File: src/sv/sftc_pkg.sv
// Shared types and constants for the SPI framed transaction checker.
// No dependencies; imported by sftc_core and spi_framed_transaction_checker.
package sftc_pkg;

    // Item kinds on the input channel
    localparam logic [2:0] KIND_WRITE     = 3'd0;
    localparam logic [2:0] KIND_HDR_REPLY = 3'd1;
    localparam logic [2:0] KIND_RD_START  = 3'd2;
    localparam logic [2:0] KIND_RD_BYTE   = 3'd3;
    localparam logic [2:0] KIND_ACK_REPLY = 3'd4;
    localparam logic [2:0] KIND_RESET     = 3'd5;

    // Verdict codes
    localparam logic [3:0] ST_CONTINUE  = 4'd0;
    localparam logic [3:0] ST_OK        = 4'd1;
    localparam logic [3:0] ST_HDR_CHK   = 4'd2;
    localparam logic [3:0] ST_HDR_REPLY = 4'd3;
    localparam logic [3:0] ST_LEN       = 4'd4;
    localparam logic [3:0] ST_DATA_CHK  = 4'd5;
    localparam logic [3:0] ST_BUSY      = 4'd6;
    localparam logic [3:0] ST_SMALL     = 4'd7;
    localparam logic [3:0] ST_NACK      = 4'd8;
    localparam logic [3:0] ST_START     = 4'd9;
    localparam logic [3:0] ST_RESP_LEN  = 4'd10;
    localparam logic [3:0] ST_RESP_CHK  = 4'd11;
    localparam logic [3:0] ST_ACK_FAIL  = 4'd12;
    localparam logic [3:0] ST_WAIT_HDR  = 4'd13;
    localparam logic [3:0] ST_WAIT_ACK  = 4'd14;

    // Protocol bytes
    localparam logic [7:0] XOR_SEED   = 8'hAB;
    localparam logic [7:0] HDR_START  = 8'h5A;
    localparam logic [7:0] HDR_ACK    = 8'h79;
    localparam logic [7:0] RESP_START = 8'h85;
    localparam logic [7:0] RESP_NACK  = 8'h1F;

    // Configuration register map
    localparam int unsigned CFG_IDX_W  = 2;
    localparam int unsigned CFG_DATA_W = 10;
    localparam logic [CFG_IDX_W-1:0] CFG_ACK_WAIT     = 2'd0;
    localparam logic [CFG_IDX_W-1:0] CFG_ACK_EXPECTED = 2'd1;
    localparam logic [CFG_IDX_W-1:0] CFG_ACK_RETRY    = 2'd2;
    localparam logic [9:0] RETRY_MAX       = 10'd1000;
    localparam logic [7:0] ACK_EXPECTED_RST = 8'h06;
    localparam logic [9:0] ACK_RETRY_RST    = 10'd3;

    typedef enum logic [2:0] {
        PH_IDLE,
        PH_WHDR,
        PH_WDATA,
        PH_WRAW,
        PH_HREPLY,
        PH_ACK,
        PH_READ
    } t_phase;

    typedef struct packed {
        logic [2:0]  kind;
        logic [7:0]  data_byte;
        logic [16:0] call_length;
    } t_in_item;

    typedef struct packed {
        logic [3:0]  status;
        logic        done_res;
        logic [16:0] byte_count;
    } t_out_item;

    typedef struct packed {
        logic       ack_wait;
        logic [7:0] ack_expected;
        logic [9:0] ack_retry_limit;
    } t_cfg;

endpackage

File: src/sv/sftc_core.sv
// Transaction state and per-item verdict logic of the SPI framed checker.
// Depends on sftc_pkg. State advances only on i_fire; o_result is combinational.
module sftc_core (
    input  logic               i_clk,
    input  logic               i_rst_n,
    input  logic               i_fire,
    input  sftc_pkg::t_in_item i_item,
    input  sftc_pkg::t_cfg     i_cfg,
    output sftc_pkg::t_out_item o_result
);
    import sftc_pkg::*;

    t_phase      r_phase, n_phase;
    logic        r_header_open, n_header_open;
    logic        r_resp_pending, n_resp_pending;
    logic [15:0] r_out_len, n_out_len;
    logic [15:0] r_back_len, n_back_len;
    logic [31:0] r_held, n_held;
    logic [16:0] r_pos, n_pos;
    logic [7:0]  r_xor, n_xor;
    logic [15:0] r_frame_len, n_frame_len;
    logic [3:0]  r_err, n_err;
    logic [9:0]  r_retry, n_retry;
    logic [16:0] r_call_total, n_call_total;

    t_out_item   w_res;
    logic [16:0] w_need;
    logic        w_last;
    logic [7:0]  w_b;
    logic [16:0] w_len;

    assign w_b    = i_item.data_byte;
    assign w_len  = i_item.call_length;
    assign w_need = 17'd4 + {1'b0, r_back_len};

    always_comb begin
        n_phase        = r_phase;
        n_header_open  = r_header_open;
        n_resp_pending = r_resp_pending;
        n_out_len      = r_out_len;
        n_back_len     = r_back_len;
        n_held         = r_held;
        n_pos          = r_pos;
        n_xor          = r_xor;
        n_frame_len    = r_frame_len;
        n_err          = r_err;
        n_retry        = r_retry;
        n_call_total   = r_call_total;
        w_res          = '{status: ST_CONTINUE, done_res: 1'b0, byte_count: 17'd0};
        w_last         = 1'b0;

        if (i_fire) begin
            unique case (i_item.kind)
                KIND_RESET: begin
                    n_phase        = PH_IDLE;
                    n_header_open  = 1'b0;
                    n_resp_pending = 1'b0;
                    n_out_len      = '0;
                    n_back_len     = '0;
                    n_held         = '0;
                    n_pos          = '0;
                    n_xor          = XOR_SEED;
                    n_frame_len    = '0;
                    n_err          = '0;
                    n_retry        = '0;
                    n_call_total   = '0;
                    w_res = '{status: ST_OK, done_res: 1'b1, byte_count: 17'd0};
                end
                KIND_WRITE: begin
                    // opening byte of a call picks the phase
                    if (r_phase == PH_IDLE) begin
                        if (w_len == 17'd0) begin
                            w_res = '{status: ST_OK, done_res: 1'b1, byte_count: 17'd0};
                        end else begin
                            n_call_total = w_len;
                            n_pos        = '0;
                            n_xor        = XOR_SEED;
                            n_err        = '0;
                            n_frame_len  = '0;
                            if (w_len == 17'd7 && w_b == HDR_START) begin
                                n_phase = PH_WHDR;
                                n_held  = '0;
                            end else if (r_header_open) begin
                                n_phase = PH_WDATA;
                                if (w_len != 17'd1 + {1'b0, r_out_len}) begin
                                    n_err = ST_LEN;
                                end
                            end else begin
                                n_phase = PH_WRAW;
                                if (r_resp_pending) begin
                                    n_err = ST_BUSY;
                                end
                            end
                        end
                    end
                    if (n_phase == PH_WHDR || n_phase == PH_WDATA || n_phase == PH_WRAW) begin
                        w_last = ({1'b0, n_pos} + 18'd1) == {1'b0, n_call_total};
                        if (n_phase == PH_WHDR) begin
                            if (n_pos < 17'd6) begin
                                n_xor = n_xor ^ w_b;
                            end
                            if (n_pos == 17'd2) n_held[7:0]   = n_held[7:0] | w_b;
                            if (n_pos == 17'd3) n_held[15:8]  = n_held[15:8] | w_b;
                            if (n_pos == 17'd4) n_held[23:16] = n_held[23:16] | w_b;
                            if (n_pos == 17'd5) n_held[31:24] = n_held[31:24] | w_b;
                            if (n_pos == 17'd6 && n_xor != w_b && n_err == 4'd0) begin
                                n_err = ST_HDR_CHK;
                            end
                        end else if (n_phase == PH_WDATA && n_err == 4'd0) begin
                            if (n_pos < {1'b0, r_out_len}) begin
                                n_xor = n_xor ^ w_b;
                            end else if (n_pos == {1'b0, r_out_len} && n_xor != w_b) begin
                                n_err = ST_DATA_CHK;
                            end
                        end
                        if (!w_last) begin
                            n_pos = n_pos + 17'd1;
                        end else if (n_phase == PH_WHDR) begin
                            if (n_err != 4'd0) begin
                                w_res   = '{status: n_err, done_res: 1'b1, byte_count: 17'd0};
                                n_phase = PH_IDLE;
                            end else begin
                                w_res   = '{status: ST_WAIT_HDR, done_res: 1'b0,
                                            byte_count: 17'd0};
                                n_phase = PH_HREPLY;
                            end
                        end else if (n_phase == PH_WDATA) begin
                            n_header_open = 1'b0;
                            if (n_err != 4'd0) begin
                                w_res = '{status: n_err, done_res: 1'b1, byte_count: 17'd0};
                            end else begin
                                n_resp_pending = 1'b1;
                                w_res = '{status: ST_OK, done_res: 1'b1,
                                          byte_count: n_call_total};
                            end
                            n_phase = PH_IDLE;
                        end else begin
                            if (n_err != 4'd0) begin
                                w_res   = '{status: n_err, done_res: 1'b1, byte_count: 17'd0};
                                n_phase = PH_IDLE;
                            end else if (i_cfg.ack_wait) begin
                                n_retry = '0;
                                w_res   = '{status: ST_WAIT_ACK, done_res: 1'b0,
                                            byte_count: 17'd0};
                                n_phase = PH_ACK;
                            end else begin
                                w_res   = '{status: ST_OK, done_res: 1'b1,
                                            byte_count: n_call_total};
                                n_phase = PH_IDLE;
                            end
                        end
                    end
                end
                KIND_HDR_REPLY: begin
                    if (r_phase == PH_HREPLY) begin
                        if (w_b == HDR_ACK) begin
                            n_out_len     = r_held[15:0];
                            n_back_len    = r_held[31:16];
                            n_header_open = 1'b1;
                            w_res = '{status: ST_OK, done_res: 1'b1, byte_count: 17'd7};
                        end else begin
                            w_res = '{status: ST_HDR_REPLY, done_res: 1'b1,
                                      byte_count: 17'd0};
                        end
                        n_phase = PH_IDLE;
                    end
                end
                KIND_ACK_REPLY: begin
                    if (r_phase == PH_ACK) begin
                        if (w_b == i_cfg.ack_expected) begin
                            w_res   = '{status: ST_OK, done_res: 1'b1,
                                        byte_count: r_call_total};
                            n_phase = PH_IDLE;
                        end else begin
                            n_retry = r_retry + 10'd1;
                            if (n_retry > i_cfg.ack_retry_limit) begin
                                w_res   = '{status: ST_ACK_FAIL, done_res: 1'b1,
                                            byte_count: 17'd0};
                                n_phase = PH_IDLE;
                            end else begin
                                w_res = '{status: ST_WAIT_ACK, done_res: 1'b0,
                                          byte_count: 17'd0};
                            end
                        end
                    end
                end
                KIND_RD_START: begin
                    if (r_phase == PH_IDLE) begin
                        if (w_len == 17'd0) begin
                            w_res = '{status: ST_OK, done_res: 1'b1, byte_count: 17'd0};
                        end else if (r_resp_pending) begin
                            if (w_len < w_need) begin
                                w_res = '{status: ST_SMALL, done_res: 1'b1,
                                          byte_count: 17'd0};
                            end else begin
                                n_resp_pending = 1'b0;
                                n_call_total   = w_need;
                                n_pos          = '0;
                                n_xor          = XOR_SEED;
                                n_err          = '0;
                                n_frame_len    = '0;
                                n_phase        = PH_READ;
                                w_res = '{status: ST_CONTINUE, done_res: 1'b0,
                                          byte_count: w_need};
                            end
                        end else if (r_header_open) begin
                            w_res = '{status: ST_BUSY, done_res: 1'b1, byte_count: 17'd0};
                        end else begin
                            // nothing framed outstanding: plain read
                            w_res = '{status: ST_OK, done_res: 1'b1, byte_count: w_len};
                        end
                    end
                end
                KIND_RD_BYTE: begin
                    if (r_phase == PH_READ) begin
                        if (r_pos == 17'd0) begin
                            if (w_b == RESP_NACK) begin
                                n_err = ST_NACK;
                            end else if (w_b != RESP_START) begin
                                n_err = ST_START;
                            end
                            n_xor = r_xor ^ w_b;
                        end else if (r_pos == 17'd1) begin
                            n_frame_len = {8'd0, w_b};
                            n_xor       = r_xor ^ w_b;
                        end else if (r_pos == 17'd2) begin
                            n_frame_len = {w_b, r_frame_len[7:0]};
                            n_xor       = r_xor ^ w_b;
                            if (n_frame_len > r_back_len && r_err == 4'd0) begin
                                n_err = ST_RESP_LEN;
                            end
                        end else if (r_err == 4'd0) begin
                            if (r_pos < 17'd3 + {1'b0, r_frame_len}) begin
                                n_xor = r_xor ^ w_b;
                            end else if (r_pos == 17'd3 + {1'b0, r_frame_len}
                                         && r_xor != w_b) begin
                                n_err = ST_RESP_CHK;
                            end
                        end
                        w_last = ({1'b0, r_pos} + 18'd1) == {1'b0, r_call_total};
                        if (!w_last) begin
                            n_pos = r_pos + 17'd1;
                        end else begin
                            if (n_err != 4'd0) begin
                                w_res = '{status: n_err, done_res: 1'b1, byte_count: 17'd0};
                            end else begin
                                w_res = '{status: ST_OK, done_res: 1'b1,
                                          byte_count: 17'd4 + {1'b0, n_frame_len}};
                            end
                            n_phase = PH_IDLE;
                        end
                    end
                end
                default: begin
                    // unused kinds are ignored
                end
            endcase
        end
    end

    assign o_result = w_res;

    always_ff @(posedge i_clk) begin
        if (!i_rst_n) begin
            r_phase        <= PH_IDLE;
            r_header_open  <= 1'b0;
            r_resp_pending <= 1'b0;
            r_out_len      <= '0;
            r_back_len     <= '0;
            r_held         <= '0;
            r_pos          <= '0;
            r_xor          <= XOR_SEED;
            r_frame_len    <= '0;
            r_err          <= '0;
            r_retry        <= '0;
            r_call_total   <= '0;
        end else begin
            r_phase        <= n_phase;
            r_header_open  <= n_header_open;
            r_resp_pending <= n_resp_pending;
            r_out_len      <= n_out_len;
            r_back_len     <= n_back_len;
            r_held         <= n_held;
            r_pos          <= n_pos;
            r_xor          <= n_xor;
            r_frame_len    <= n_frame_len;
            r_err          <= n_err;
            r_retry        <= n_retry;
            r_call_total   <= n_call_total;
        end
    end

    // data phase only exists under an open header
    a_data_needs_header: assert property (@(posedge i_clk) disable iff (!i_rst_n)
        r_phase == PH_WDATA |-> r_header_open)
        else $error("data phase without open header");

    // a framed read consumes the pending response
    a_read_clears_pending: assert property (@(posedge i_clk) disable iff (!i_rst_n)
        r_phase == PH_READ |-> !r_resp_pending)
        else $error("response still pending during read");

    // header reply wait is only reached with a clean header
    a_hreply_clean: assert property (@(posedge i_clk) disable iff (!i_rst_n)
        r_phase == PH_HREPLY |-> r_err == 4'd0)
        else $error("header reply wait with latched error");

    // byte position stays inside the call
    a_pos_in_call: assert property (@(posedge i_clk) disable iff (!i_rst_n)
        (r_phase == PH_WHDR || r_phase == PH_WDATA || r_phase == PH_WRAW
         || r_phase == PH_READ) |-> r_pos < r_call_total)
        else $error("byte position past end of call");

endmodule

File: config.mk
export PLATFORM = sky130hd
export DESIGN_NAME = sftc_core
export DESIGN_NICKNAME = d
export VERILOG_FILES = /design/src/sv/sftc_pkg.sv /design/src/sv/sftc_core.sv
export SDC_FILE = /design/constraint.sdc
export NUM_CORES = 1
export LEC_CHECK = 0
export BUFFER_PORTS_ARGS = -buffer_cell sky130_fd_sc_hd__buf_4
export CORE_MARGIN = 2
export CORE_UTILIZATION = 35
export DETAILED_ROUTE_END_ITERATION = 7
export PLACE_DENSITY = 0.51
export SYNTH_ARGS = -nofsm -noshare
export SYNTH_HDL_FRONTEND = slang
export SYNTH_SLANG_ARGS = --single-unit
export TNS_END_PERCENT = 100
File: constraint.sdc
create_clock -name i_clk -period 6.4 [get_ports i_clk]
set_clock_uncertainty 0.15 [all_clocks]
set_input_delay 0.32 -clock i_clk [delete_from_list [all_inputs] [get_ports i_clk]]
set_output_delay 0.32 -clock i_clk [all_outputs]
set_load 0.005 [all_outputs]
==> impl_metrics.json <==
{
  "status": "complete, no violations",
  "num-nets-final": 2063,
  "power_frac_clock": 0.452,
  "drv_slew": 0,
  "ys.flop_type": "dfxtp_1",
  "post_cts_buffers": 0,
  "numCtsBuffers": 17,
  "syn-num-nets": 2082,
  "final_core_util": 0.3905,
  "grt_max_degree": 82,
  "dr_total_vias": 15750,
  "n_fill_cell": 4251,
  "slowest_stage": "nor4_1",
  "power_frac_seq": 0.379,
  "rr_worst_depth": 16,
  "path_cells": "inv_1 -> ha_1 -> nor3_1 -> nand3_1 -> xor2_1 -> ha_1 -> nand4_1 -> nor4_1 -> a221oi_1 -> a31oi_1 -> o32ai_1 -> o221ai_1 -> nor4_2 -> buf_4 -> a221oi_1 -> a21oi_1 -> buf_4",
  "p_sw_w": 0.0007724,
  "cts_root_buf": "clkbuf_16",
  "grt-ovfl-total": 0,
  "routedWlPerCell_um": 27.46,
  "switching_share": 0.3277,
  "pin_count": 72,
  "worstMarginPinSlew_ps": 1279,
  "syn-cell-area_um2": 14060,
  "intPower_w": 0.001585,
  "relSlewSlack": 0.1249,
  "dieArea_um2": 41790,
  "finalSetupViolations": 0,
  "routed_wl_mm": 67.67,
  "synth.avg_cell_area_um2": 7.232,
  "crit_cells": 17,
  "max_freq_mhz": 162.3,
  "die_w_um": 204.4,
  "die_height_um": 204.4,
  "async_flop_share": 0,
  "seq_area_frac_synth": 0.2008,
  "ys_warn_count": 0,
  "seq_area_um2": 2823,
  "clockBufferDepth": 2,
  "cts_tree": "built",
  "gp_congestion": 0.9893,
  "synthToLayoutAreaGrowth_pct": 10.35,
  "ys_types": 99,
  "detail_route.vias_per_cell": 6.392,
  "first_global_vias": 14790,
  "fin_tns_setup_ps": 0,
  "htree_levels": 4,
  "synth_top_area_frac": 0.2008,
  "power_density_nw_per_um2": 151.9,
  "setup.worst_path.end_class": "output pin",
  "syn_inst": 1944,
  "initial_utilization": 0.3538,
  "drtIter0Drc": 1720,
  "crit_arrival_ps": 5690,
  "hold_viol": 0,
  "crit_start": "r_frame_len[1]",
  "first_pass_iters": 5,
  "dp_hpwl_mm": 51.65,
  "maxCapViolations": 0,
  "leakage_nw": 5.488,
  "rsz0062_at_grt": "false",
  "required_ps": 5930,
  "drc": 0,
  "synth-seq-cells": 141,
  "combPwrFrac": 0.170,
  "grtUsageTotal": 0.3230,
  "synthTopCellsByArea": "dfxtp_1, ha_1, a21oi_1",
  "crit_buf_inv": 3,
  "critPathMaxStageDelay_ps": 710,
  "rr_startpoint": "r_back_len[4]",
  "synth_enable_flop_cells": 0,
  "clk_latency_ps": 480,
  "path_delay_family": "compound AO/OA/AOI/OAI gates",
  "clk_pin_slew_ps": 60,
  "timing.final.crit_share": 0.9629,
  "min_period_ps": 6163,
  "grt_pass1_wl_mm": 99.73,
  "multi_input_area_um2": 10250,
  "cts.sink_count": 141,
  "antenna_found_initial": 2,
  "detail-route-antenna-nets": 0,
  "worst-setup-path-type": "reg2out",
  "core-area_um2": 39730,
  "hold_depth": 2,
  "drive_gt1_frac": 0.1063,
  "fp-row-count": 73,
  "min_path_type": "in2reg",
  "port_buffers": 71,
  "ir_drop_mv": 0.1784,
  "yosysTopAreaCell": "dfxtp_1",
  "hold_path.startpoint": "i_item[17]",
  "cp_max_fo": 12,
  "startpoint_type": "register"
}
## cell usage in the layout (no fill, tap or decap), types with 7 or more instances in the layout
cell	n
and2_1	32
or4_1	19
a211oi_1	18
ha_1	88
xnor2_1	56
o2111ai_1	7
a21o_1	12
clkbuf_16	17
a22oi_1	61
a2bb2oi_1	8
xor2_1	48
or2_2	7
o31a_1	11
mux2i_1	23
nor2b_1	14
nand3_1	108
o21ai_0	86
nand2b_1	8
o31ai_1	11
nor2_1	193
a2111oi_0	22
or3_1	15
a221oi_1	11
nor3_1	43
dfxtp_1	141
nand2_1	174
a32oi_1	12
o211ai_1	13
nand4_1	52
o21a_1	16
inv_1	83
nor4_1	29
a31oi_1	29
a21oi_1	151
and3_1	30
a32o_1	7
buf_4	116
a311oi_1	7
## repair_timing
action | CTS | global route
setup endpoints to repair | 0 | 5
resized for setup | 0 | 1
hold buffers | 0 | 0
## metrics by stage
stage / setup slack, ps / power [W] / area [um^2] / hold slack [ps] / std cells
global route: 86.73 / 0.002430 / 15510 / 140.2 / 2463
CTS: 420.2 / 0.002360 / 15500 / 117.0 / 2463
detailed placement: 485.7 / 0.001298 / 14920 / 309.4 / 2431
finish: 237.1 / 0.002357 / 15510 / 151.6 / 2464
floorplan: 1266 / 0.001141 / 14060 / 295.1 / 1944
global placement: 724.2 / 0.001297 / 14920 / 303.8 / 2431
## cell families (layout without fill, tap and decap cells)
kind of cell,Yosys count,in the layout,synth area share
simple gates,778,778,0.2862
compound gates,565,565,0.2752
buf+inv,238,232,0.07191
flops,141,141,0.2008
xor+xnor,105,105,0.06639
fa+ha+maj,88,88,0.07832
mux,29,29,0.02118
other cells,0,1,0
## power by group through the flow
stage / clock network [W] / registers (W) / logic [W]
after detailed placement: 0 / 0.000912 / 0.000386
after global placement: 0 / 0.000912 / 0.000385
after global routing: 0.00111 / 0.000893 / 0.000423
after floorplan: 0 / 0.000904 / 0.000238
after CTS: 0.00108 / 0.000892 / 0.000388
final: 0.00106 / 0.000893 / 0.000400
## Yosys cell counts (all sizes together) (11+ instances only)
library cell	instances
a2111oi	24
a211oi	18
a21o	12
a21oi	152
a221oi	13
a22oi	61
a31oi	29
a32oi	12
and2	34
and3	30
buf	40
clkbuf	114
dfxtp	141
ha	88
inv	84
mux2i	23
nand2	174
nand3	111
nand4	54
nor2	196
nor2b	14
nor3	47
nor4	40
o211ai	13
o21a	16
o21ai	97
o31a	11
o31ai	11
or3	16
or4	21
xnor2	56
xor2	48
## registers in the layout, indices dropped and copies added, names as in the netlist
signal          count
r_xor               8
r_held             32
r_out_len          16
r_phase             3
r_back_len         16
r_frame_len        16
r_header_open       1
r_resp_pending      1
r_pos              17
r_err               4
r_retry            10
r_call_total       17
## worst register-to-register path: stages, from the launching register on
cell	delay, ps
dfxtp_1	440
nand3_1	120
nor2_1	250
nand4_1	240
nor3_1	280
xnor2_1	260
ha_1	370
nand4_1	160
nor2_1	210
nand4_1	110
o21a_1	270
nor4_2	460
o31a_1	580
buf_4	280
and3_1	360
o21ai_0	230
o32a_1	390
## final timing paths
check | endpoint | slack (ps)
worst max-delay path | o_result[10] | 240
worst min-delay path | r_xor[0] | 150
worst max register to register | r_xor[3] | 1100
worst min register to register | r_back_len[8] | 320
## cell type report
class	count	area share
clock inverters	13	0.01000
well taps	525	0.04234
inverters	84	0.02049
repair buffers	116	0.05613
flip-flops and latches	141	0.1820
diodes	1	0.0001613
multi-input cells	1565	0.6610
clock buffers	19	0.02791
## routing by layer
layer  up-vias  global-route usage  wire length (um)
met5         -                   0                13
met4         2              0.1558              3370
met3       172             0.07526              6572
met2       846              0.4893             29490
met1      7528              0.4297             28220
li1       7202                   -                 -
No activity file was read; power rests on OpenSTA's default activity.
